$ cat config.mk
export PLATFORM = sky130hd
export DESIGN_NAME = greedy_line_breaker_core
export DESIGN_NICKNAME = d
export VERILOG_FILES = /design/src/hdl/glb_pkg.sv /design/src/hdl/glb_front.sv /design/src/hdl/glb_queue.sv /design/src/hdl/glb_back.sv /design/src/hdl/greedy_line_breaker_core.sv
export SDC_FILE = /design/constraint.sdc
export NUM_CORES = 1
export LEC_CHECK = 0
export BUFFER_PORTS_ARGS = -buffer_cell sky130_fd_sc_hd__clkbuf_2
export CAP_MARGIN = 20
export CELL_PAD_IN_SITES_DETAIL_PLACEMENT = 1
export CELL_PAD_IN_SITES_GLOBAL_PLACEMENT = 2
export CORE_MARGIN = 3
export CORE_UTILIZATION = 50
export DETAILED_ROUTE_END_ITERATION = 8
export PLACE_DENSITY_LB_ADDON = 0.3
export SLEW_MARGIN = 20
export SYNTH_ARGS = -nofsm -noshare
export SYNTH_HDL_FRONTEND = slang
export SYNTH_SLANG_ARGS = --single-unit
$ cat constraint.sdc
create_clock -name i_clk -period 24 [get_ports i_clk]
set_input_delay 1.2 -clock i_clk [delete_from_list [all_inputs] [get_ports i_clk]]
set_output_delay 1.2 -clock i_clk [all_outputs]
set_load 0.01 [all_outputs]
$ cat src/hdl/glb_pkg.sv
// Shared types, codes and helpers of the greedy line breaker.
`default_nettype none
package glb_pkg;

    // character classes; codes above CLS_END are taken as printable
    localparam logic [2:0] CLS_PRINT = 3'd0;
    localparam logic [2:0] CLS_BLANK = 3'd1;
    localparam logic [2:0] CLS_LF    = 3'd2;
    localparam logic [2:0] CLS_CR    = 3'd3;
    localparam logic [2:0] CLS_END   = 3'd4;

    localparam logic [15:0] WRAP_WIDTH_RESET = 16'd640;

    // most lines one character can close
    localparam int LINES_PER_CHAR = 3;
    // bundles held between front and back
    localparam int QUEUE_DEPTH = 4;

    typedef struct packed {
        logic [15:0] first_pos;
        logic [15:0] line_end;
        logic [15:0] px_width;
        logic [15:0] line_index;
        logic        text_done;
    } t_line;

    // all lines closed by one character, oldest in lines[0]
    typedef struct packed {
        logic [1:0]                 count;
        t_line [LINES_PER_CHAR-1:0] lines;
    } t_bundle;

    function automatic logic [15:0] sat16(input logic [17:0] v);
        logic [15:0] r;
        r = (v > 18'd65535) ? 16'hFFFF : v[15:0];
        return r;
    endfunction

endpackage
`default_nettype wire

$ cat src/hdl/glb_front.sv
// Front end: classifies each character, tracks line/word state, builds line bundles.
`default_nettype none
module glb_front #(
    parameter int MAX_TEXT_LENGTH = 65536
) (
    input  wire logic              i_clk,
    input  wire logic              i_rst_n,
    input  wire logic              i_wr_en,
    input  wire logic [15:0]       i_wr_data,
    input  wire logic              i_valid,
    input  wire logic [2:0]        i_char_class,
    input  wire logic [7:0]        i_advance,
    input  wire logic              i_full,
    output logic                   o_stall,
    output logic                   o_push,
    output glb_pkg::t_bundle       o_bundle
);
    import glb_pkg::*;

    localparam logic [15:0] POS_CAP =
        16'((MAX_TEXT_LENGTH - 1) < 65535 ? (MAX_TEXT_LENGTH - 1) : 65535);

    typedef enum logic [1:0] {
        BRK_NONE = 2'd0,
        BRK_LF   = 2'd1,
        BRK_CR   = 2'd2
    } t_brk;

    logic [15:0] r_wrap_width;
    logic [15:0] r_pos,       n_pos;
    logic [15:0] r_line_begin, n_line_begin;
    logic [15:0] r_word_begin, n_word_begin;
    logic [15:0] r_committed, n_committed;
    logic [15:0] r_gap,       n_gap;
    logic [15:0] r_gap_last,  n_gap_last;
    logic [15:0] r_word_sum,  n_word_sum;
    logic        r_in_word,   n_in_word;
    t_brk        r_prev_brk,  n_prev_brk;
    logic [15:0] r_lines,     n_lines;

    logic        accept;
    logic        is_print;
    logic        do_fw;
    logic [17:0] total;
    logic        fw_over;
    logic        word_over;
    logic [1:0]  n_fw;
    logic [15:0] lb1, cw1, gap1, gl1, ws1;
    logic        inw1;
    logic [15:0] pos_inc;
    logic [15:0] tail_idx;
    logic        tail_emit;
    logic [1:0]  n_total;
    t_brk        kind;
    t_line       fw_a, fw_b, tail;
    logic [15:0] ws_base;

    assign o_stall = i_full;
    assign accept  = i_valid && !i_full;

    always_comb begin
        is_print = !(i_char_class == CLS_BLANK || i_char_class == CLS_LF ||
                     i_char_class == CLS_CR || i_char_class == CLS_END);
        do_fw    = !is_print && r_in_word;
        total    = {2'b00, r_committed} + {2'b00, r_gap} + {2'b00, r_word_sum};
        fw_over  = total > {2'b00, r_wrap_width};
        word_over = r_word_sum > r_wrap_width;
        pos_inc  = (r_pos < POS_CAP) ? r_pos + 16'd1 : r_pos;

        fw_a.first_pos  = r_line_begin;
        fw_a.line_end   = r_word_begin;
        fw_a.px_width   = sat16({2'b00, r_committed} + {2'b00, r_gap_last});
        fw_a.line_index = r_lines;
        fw_a.text_done  = 1'b0;
        fw_b.first_pos  = r_word_begin;
        fw_b.line_end   = r_pos;
        fw_b.px_width   = r_word_sum;
        fw_b.line_index = r_lines + 16'd1;
        fw_b.text_done  = 1'b0;

        // word ends on any non-printable character
        n_fw = 2'd0;
        lb1  = r_line_begin;
        cw1  = r_committed;
        gap1 = r_gap;
        gl1  = r_gap_last;
        ws1  = r_word_sum;
        inw1 = r_in_word;
        if (do_fw) begin
            if (fw_over) begin
                n_fw = 2'd1;
                lb1  = r_word_begin;
                cw1  = r_word_sum;
                if (word_over) begin
                    // overlong word gets a line of its own
                    n_fw = 2'd2;
                    lb1  = r_pos;
                    cw1  = 16'd0;
                end
            end else begin
                cw1 = sat16(total);
            end
            gap1 = 16'd0;
            gl1  = 16'd0;
            ws1  = 16'd0;
            inw1 = 1'b0;
        end

        tail_idx  = r_lines + {14'd0, n_fw};
        tail_emit = 1'b0;
        tail.first_pos  = lb1;
        tail.line_end   = r_pos;
        tail.px_width   = sat16({2'b00, cw1} + {2'b00, gap1});
        tail.line_index = tail_idx;
        tail.text_done  = 1'b0;
        kind    = (i_char_class == CLS_LF) ? BRK_LF : BRK_CR;
        ws_base = inw1 ? ws1 : 16'd0;

        n_pos        = r_pos;
        n_line_begin = lb1;
        n_word_begin = r_word_begin;
        n_committed  = cw1;
        n_gap        = gap1;
        n_gap_last   = gl1;
        n_word_sum   = ws1;
        n_in_word    = inw1;
        n_prev_brk   = r_prev_brk;

        unique case (i_char_class)
            CLS_BLANK: begin
                n_gap_last = gap1;
                n_gap      = sat16({2'b00, gap1} + {10'd0, i_advance});
                n_prev_brk = BRK_NONE;
                n_pos      = pos_inc;
            end
            CLS_LF, CLS_CR: begin
                if (r_prev_brk != BRK_NONE && r_prev_brk != kind) begin
                    // second half of a CR/LF pair
                    n_prev_brk   = BRK_NONE;
                    n_pos        = pos_inc;
                    n_line_begin = pos_inc;
                end else begin
                    tail_emit    = 1'b1;
                    n_pos        = pos_inc;
                    n_line_begin = pos_inc;
                    n_committed  = 16'd0;
                    n_gap        = 16'd0;
                    n_gap_last   = 16'd0;
                    n_prev_brk   = kind;
                end
            end
            CLS_END: begin
                tail_emit      = 1'b1;
                tail.text_done = 1'b1;
                n_pos          = 16'd0;
                n_line_begin   = 16'd0;
                n_word_begin   = 16'd0;
                n_committed    = 16'd0;
                n_gap          = 16'd0;
                n_gap_last     = 16'd0;
                n_word_sum     = 16'd0;
                n_in_word      = 1'b0;
                n_prev_brk     = BRK_NONE;
            end
            default: begin
                if (!inw1) begin
                    n_word_begin = r_pos;
                end
                n_word_sum = sat16({2'b00, ws_base} + {10'd0, i_advance});
                n_in_word  = 1'b1;
                n_prev_brk = BRK_NONE;
                n_pos      = pos_inc;
            end
        endcase

        n_total = n_fw + {1'b0, tail_emit};
        n_lines = (i_char_class == CLS_END) ? 16'd0 : r_lines + {14'd0, n_total};

        // pack lines oldest first
        o_bundle.count    = n_total;
        o_bundle.lines[0] = (n_fw != 2'd0) ? fw_a : tail;
        o_bundle.lines[1] = (n_fw == 2'd2) ? fw_b : tail;
        o_bundle.lines[2] = tail;
        o_push            = accept && (n_total != 2'd0);
    end

    always_ff @(posedge i_clk) begin
        if (!i_rst_n) begin
            r_wrap_width <= WRAP_WIDTH_RESET;
            r_pos        <= 16'd0;
            r_line_begin <= 16'd0;
            r_word_begin <= 16'd0;
            r_committed  <= 16'd0;
            r_gap        <= 16'd0;
            r_gap_last   <= 16'd0;
            r_word_sum   <= 16'd0;
            r_in_word    <= 1'b0;
            r_prev_brk   <= BRK_NONE;
            r_lines      <= 16'd0;
        end else begin
            if (i_wr_en) begin
                r_wrap_width <= i_wr_data;
            end
            if (accept) begin
                r_pos        <= n_pos;
                r_line_begin <= n_line_begin;
                r_word_begin <= n_word_begin;
                r_committed  <= n_committed;
                r_gap        <= n_gap;
                r_gap_last   <= n_gap_last;
                r_word_sum   <= n_word_sum;
                r_in_word    <= n_in_word;
                r_prev_brk   <= n_prev_brk;
                r_lines      <= n_lines;
            end
        end
    end

endmodule
`default_nettype wire

$ cat src/hdl/glb_queue.sv
// Short bundle queue between the front end and the output side.
`default_nettype none
module glb_queue (
    input  wire logic              i_clk,
    input  wire logic              i_rst_n,
    input  wire logic              i_push,
    input  wire glb_pkg::t_bundle  i_bundle,
    input  wire logic              i_pop,
    output logic                   o_full,
    output logic                   o_not_empty,
    output glb_pkg::t_bundle       o_head
);
    import glb_pkg::*;

    localparam int PTR_W = $clog2(QUEUE_DEPTH);
    localparam int CNT_W = $clog2(QUEUE_DEPTH + 1);

    t_bundle            r_mem [QUEUE_DEPTH];
    logic [PTR_W-1:0]   r_wr_ptr;
    logic [PTR_W-1:0]   r_rd_ptr;
    logic [CNT_W-1:0]   r_count;
    logic               do_pop;

    assign o_full      = (r_count == CNT_W'(QUEUE_DEPTH));
    assign o_not_empty = (r_count != '0);
    assign o_head      = r_mem[r_rd_ptr];
    assign do_pop      = i_pop && o_not_empty;

    always_ff @(posedge i_clk) begin
        if (i_push) begin
            r_mem[r_wr_ptr] <= i_bundle;
        end
    end

    always_ff @(posedge i_clk) begin
        if (!i_rst_n) begin
            r_wr_ptr <= '0;
            r_rd_ptr <= '0;
            r_count  <= '0;
        end else begin
            if (i_push) begin
                r_wr_ptr <= r_wr_ptr + PTR_W'(1);
            end
            if (do_pop) begin
                r_rd_ptr <= r_rd_ptr + PTR_W'(1);
            end
            if (i_push && !do_pop) begin
                r_count <= r_count + CNT_W'(1);
            end else if (!i_push && do_pop) begin
                r_count <= r_count - CNT_W'(1);
            end
        end
    end

endmodule
`default_nettype wire

$ cat src/hdl/glb_back.sv
// Output side: takes one bundle at a time and sends its lines out one line per cycle while i_stall is low.
`default_nettype none
module glb_back (
    input  wire logic              i_clk,
    input  wire logic              i_rst_n,
    input  wire logic              i_not_empty,
    input  wire glb_pkg::t_bundle  i_head,
    output logic                   o_pop,
    input  wire logic              i_stall,
    output logic                   o_valid,
    output logic [15:0]            o_first_pos,
    output logic [15:0]            o_line_end,
    output logic [15:0]            o_px_width,
    output logic [15:0]            o_line_index,
    output logic                   o_last,
    output logic                   o_text_done
);
    import glb_pkg::*;

    t_bundle     r_bundle;
    logic [1:0]  r_sub;
    logic        r_busy;
    logic        fire;
    t_line       cur;

    assign fire   = r_busy && !i_stall;
    assign o_last = (r_sub == r_bundle.count - 2'd1);
    assign o_pop  = (!r_busy || (fire && o_last)) && i_not_empty;

    always_comb begin
        unique case (r_sub)
            2'd1:    cur = r_bundle.lines[1];
            2'd2:    cur = r_bundle.lines[2];
            default: cur = r_bundle.lines[0];
        endcase
    end

    assign o_valid      = r_busy;
    assign o_first_pos  = cur.first_pos;
    assign o_line_end   = cur.line_end;
    assign o_px_width   = cur.px_width;
    assign o_line_index = cur.line_index;
    assign o_text_done  = cur.text_done;

    always_ff @(posedge i_clk) begin
        if (o_pop) begin
            r_bundle <= i_head;
        end
    end

    always_ff @(posedge i_clk) begin
        if (!i_rst_n) begin
            r_busy <= 1'b0;
            r_sub  <= 2'd0;
        end else if (o_pop) begin
            r_busy <= 1'b1;
            r_sub  <= 2'd0;
        end else if (fire) begin
            if (o_last) begin
                r_busy <= 1'b0;
                r_sub  <= 2'd0;
            end else begin
                r_sub <= r_sub + 2'd1;
            end
        end
    end

endmodule
`default_nettype wire

$ cat src/hdl/greedy_line_breaker_core.sv
// Greedy line breaker: streaming word wrap of classified characters into line ranges.
// Takes one character per cycle while the bundle queue has room (4 bundles).
// A character's lines go into the bundle queue when it is taken, then into the output register;
// lines leave from there one per cycle while i_stall is low.
// Synchronous active-low reset clears all text state and the queue; wrap_width returns to 640.
`default_nettype none
module greedy_line_breaker_core #(
    parameter int MAX_TEXT_LENGTH = 65536
) (
    input  wire logic        i_clk,
    input  wire logic        i_rst_n,
    input  wire logic        i_wr_en,
    input  wire logic [15:0] i_wr_data,
    input  wire logic        i_valid,
    output logic             o_stall,
    input  wire logic [2:0]  i_char_class,
    input  wire logic [7:0]  i_advance,
    output logic             o_valid,
    input  wire logic        i_stall,
    output logic [15:0]      o_first_pos,
    output logic [15:0]      o_line_end,
    output logic [15:0]      o_px_width,
    output logic [15:0]      o_line_index,
    output logic             o_last,
    output logic             o_text_done
);
    import glb_pkg::*;

    logic    q_full;
    logic    q_not_empty;
    logic    push;
    logic    pop;
    t_bundle push_bundle;
    t_bundle head_bundle;

    glb_front #(
        .MAX_TEXT_LENGTH (MAX_TEXT_LENGTH)
    ) u_front (
        .i_clk        (i_clk),
        .i_rst_n      (i_rst_n),
        .i_wr_en      (i_wr_en),
        .i_wr_data    (i_wr_data),
        .i_valid      (i_valid),
        .i_char_class (i_char_class),
        .i_advance    (i_advance),
        .i_full       (q_full),
        .o_stall      (o_stall),
        .o_push       (push),
        .o_bundle     (push_bundle)
    );

    glb_queue u_queue (
        .i_clk       (i_clk),
        .i_rst_n     (i_rst_n),
        .i_push      (push),
        .i_bundle    (push_bundle),
        .i_pop       (pop),
        .o_full      (q_full),
        .o_not_empty (q_not_empty),
        .o_head      (head_bundle)
    );

    glb_back u_back (
        .i_clk        (i_clk),
        .i_rst_n      (i_rst_n),
        .i_not_empty  (q_not_empty),
        .i_head       (head_bundle),
        .o_pop        (pop),
        .i_stall      (i_stall),
        .o_valid      (o_valid),
        .o_first_pos  (o_first_pos),
        .o_line_end   (o_line_end),
        .o_px_width   (o_px_width),
        .o_line_index (o_line_index),
        .o_last       (o_last),
        .o_text_done  (o_text_done)
    );

endmodule
`default_nettype wire

==> flow_summary.ini <==
[run_status]
outcome = complete, no violations

[placement]
place.gp.congestion = 0.896
hpwl_um = 81700
placed_area_um2 = 48100
io_buffers = 99
place_ws_ns = 14.07

[timing]
hold_viol_final = 0
setup_viol = 0
tns_ns = 0
rsz0062_at_grt = no
clock_skew_ns = 0.0234
maxSlewViolCount = 0
maxSlewHeadroom = 0.241
fin_crit_ns = 10.02
fin_crit_sh = 0.417
fin_ws_ns = 13.98
tightest_slew_ns = 1.13
max_freq_mhz = 99.8

[hold_path]
hold_path_startpoint = u_front.r_word_begin[3]$_SDFFE_PN0P_
min_path_type = flop to flop

[floorplan]
coreArea_um2 = 91800
io_pins = 100
die_y_um = 311
placementRows = 111
dieArea_um2 = 96400
die_w_um = 311
start_util = 0.505

[clocking]
ctsHoldBuffers = 0
postCtsSetupRepairBufs = 0
clock-sinks = 1062
cts_resized = 0
cts_buffers = 108
cts_buffer_depth = 3
clk_latency_ns = 0.69
clk_pin_slew_ns = 0.06
root_buffer = clkbuf_16
cts_tree = built
cts.htree.levels = 3

[synth]
synth_xor_area_frac = 0.0249
synth_top_family_by_area = multiplexers
synth_nets = 3355
synthSimpleGateAreaFrac = 0.0692
synth-edff-count = 905
syn_area_per_cell_um2 = 14.6
synthAdderAreaFrac = 0.0384
synth.area.mux_share = 0.103
ys.flop_type = edfxtp_1
ys_seq_elements = 1062
ys_warn_count = 0
syn_inst = 3186
async_reset_ff_frac = 0
yosysSeqAreaShare = 0.654
netlist_area_um2 = 46400
synth_compound_area_frac = 0.0869
yosysUniqueCellTypes = 79

[global_routing]
overflow = 0
grt_usage = 0.259
grt_pass1_wl_um = 191000
met3_usage = 0.0391
grtUsageMet1 = 0.364
grt_use_met2 = 0.428
grt_max_degree = 126
antenna_found_initial = 2
grt_pass1_vias = 30000
gr-max-usage-layer = met2

[worst_setup_path]
crit_path_max_incr_delay_ns = 0.84
required_ns = 24.30
critPathMaxFanout = 51
setup.worst_path.class = flop to flop
critPathCaptureType = flop
cp_common_cell = ha_1
slowest_stage = o31ai_1
reg2reg_from = u_front.r_committed[1]$_SDFFE_PN0P_
arrival_ns = 10.31
crit_family = compound AO/OA/AOI/OAI gates
crit_buf_inv = 3
critPathLaunch = u_front.r_committed[1]$_SDFFE_PN0P_
cp-start-kind = flop

[layout]
areaGrowthSynthToFinish_pct = 11.1
drive_gt1_frac = 0.166
diodes = 0
design_area_um2 = 51500
nets = 3415
final_util = 0.561

[power]
power.density_nw_per_um2 = 97.4
sw_frac_of_total = 0.278
power.switching_mw = 1.40
power_frac_comb = 0.186
p_leak_nw = 18.3
ir_drop_uv = 59.6
clkPwrFrac = 0.325
p_int_mw = 3.62
p_seq_frac = 0.489

[route]
drc = 0
dr.pass1.iters = 7
routedWlPerCell_um = 27.5
drtAntennaViolNets = 0
viasPerCell = 6.16
drt-initial-drc-count = 2566
route.vias.total = 28200
wl_um = 126000

[flow_run]
cap_violations = 0
-- cell type report --
| type | instances | area [um2] |
|---|---|---|
| fillers | 8665 | 40300 |
| flip-flops and latches | 1062 | 30300 |
| multi-input cells | 1846 | 15100 |
| clock buffers | 153 | 2980 |
| well taps | 1243 | 1560 |
| repair buffers | 145 | 857 |
| clock inverters | 47 | 428 |
| inverters | 83 | 320 |
-- synth_stat cells, types with 4 or more instances --
library cell / instances / area share
edfxtp_1: 905 / 0.59
nand2_1: 270 / 0.022
mux4_2: 181 / 0.088
nor2_1: 181 / 0.015
a21oi_1: 172 / 0.019
dfxtp_1: 157 / 0.068
o21ai_0: 144 / 0.016
clkbuf_1: 142 / 0.011
ha_1: 128 / 0.035
xnor2_1: 89 / 0.017
inv_1: 81 / 0.0066
a22oi_1: 72 / 0.012
nand3_1: 65 / 0.0070
xor2_1: 43 / 0.0081
nor3_1: 42 / 0.0045
mux2i_1: 40 / 0.0086
and2_1: 33 / 0.0045
buf_1: 30 / 0.0024
a211oi_1: 29 / 0.0047
a21o_1: 28 / 0.0045
a22o_1: 28 / 0.0053
mux2_2: 28 / 0.0068
and3_1: 27 / 0.0036
nand4_1: 22 / 0.0030
a31oi_1: 20 / 0.0027
buf_2: 19 / 0.0021
o22a_1: 17 / 0.0032
or3_1: 13 / 0.0018
nand2b_1: 12 / 0.0016
o21a_1: 12 / 0.0019
o211ai_1: 11 / 0.0018
nor2b_1: 10 / 0.0013
o31a_1: 10 / 0.0019
o31ai_1: 10 / 0.0016
fa_1: 9 / 0.0039
o21bai_1: 9 / 0.0015
nor4_1: 8 / 0.0011
o221a_2: 8 / 0.0019
o41ai_1: 6 / 0.0011
a21boi_0: 5 / 0.00081
nand3b_1: 4 / 0.00065
nor3b_1: 4 / 0.00065
o311ai_0: 4 / 0.00076
-- flip-flops by register name, summed over array words and instances (netlist names), 3 cells and up --
register	cells
u_queue.r_mem	724
u_back.r_bundle	181
u_front.r_committed	16
u_front.r_gap	16
u_front.r_gap_last	16
u_front.r_line_begin	16
u_front.r_lines	16
u_front.r_pos	16
u_front.r_word_begin	16
u_front.r_word_sum	16
u_front.r_wrap_width	16
u_queue.r_count	3
-- cell usage in the layout (no fill, tap or decap), types with 10 or more instances in the layout --
master / count
a21o_1: 28
nand4_1: 22
nand3_1: 65
clkinv_1: 12
dfxtp_1: 155
nor3_1: 40
a22oi_1: 72
ha_1: 126
or3_1: 13
a22o_1: 28
edfxtp_1: 905
o31ai_1: 10
o31a_1: 10
clkbuf_2: 99
and2_1: 29
clkinv_2: 21
buf_4: 44
xnor2_1: 89
nand2_1: 269
nand2b_1: 12
mux4_2: 181
o21ai_0: 143
and3_1: 27
clkbuf_1: 37
clkbuf_16: 111
a21oi_1: 172
mux2_2: 28
a31oi_1: 19
o21a_1: 12
o211ai_1: 11
xor2_1: 43
o22a_1: 17
nor2_1: 178
inv_1: 80
a211oi_1: 29
mux2i_1: 40
-- stage by stage --
step                      std cells  hold WS, ns  power (mW)
after floorplan                3186        0.441        3.08
after CTS                      4578        0.476        5.07
final                          4579        0.479        5.02
after global placement         4378        0.453        3.38
after detailed placement       4378        0.466        3.44
after global routing           4579        0.502        5.23
-- worst reg2reg max path, delay by kind of cell (launching register included) --
kind                     cells  cell delay, ns
adder cells (fa/ha/maj)      4            1.12
AND/OR/NAND/NOR              9            2.30
flip-flops                   1            0.48
AO/OA/AOI/OAI               12            3.78
buffers and inverters        3            1.76
XOR/XNOR                     1            0.14
-- cell families after synthesis --
kind of cell	Yosys count
compound gates	621
xor+xnor	132
fa+ha+maj	137
buf+inv	278
flops	1062
mux	249
simple gates	707
-- final timing paths --
kind / endpoint / slack, ns / cells past startpoint
max: u_queue.r_mem[1][117]$_DFFE_PP_ / 13.98 / 29
min reg2reg: u_front.r_word_begin[3]$_SDFFE_PN0P_ / 0.48 / 2
max reg2reg: u_queue.r_mem[1][117]$_DFFE_PP_ / 13.98 / 29
min: u_front.r_word_begin[3]$_SDFFE_PN0P_ / 0.48 / 2
-- power by group through the flow --
stage	clock network, mW	logic, mW	registers (mW)
after detailed placement	0	0.940	2.50
after global placement	0	0.904	2.48
after global routing	1.74	1.01	2.48
after floorplan	0	0.629	2.46
final	1.63	0.935	2.45
after CTS	1.66	0.945	2.46
-- routing by layer --
metal	up-vias	wire length (um)
li1	12400	-
met1	14800	54900
met2	837	61100
met3	165	7090
met4	0	2750
met5	-	0
No activity file was read; power rests on OpenSTA's default activity.
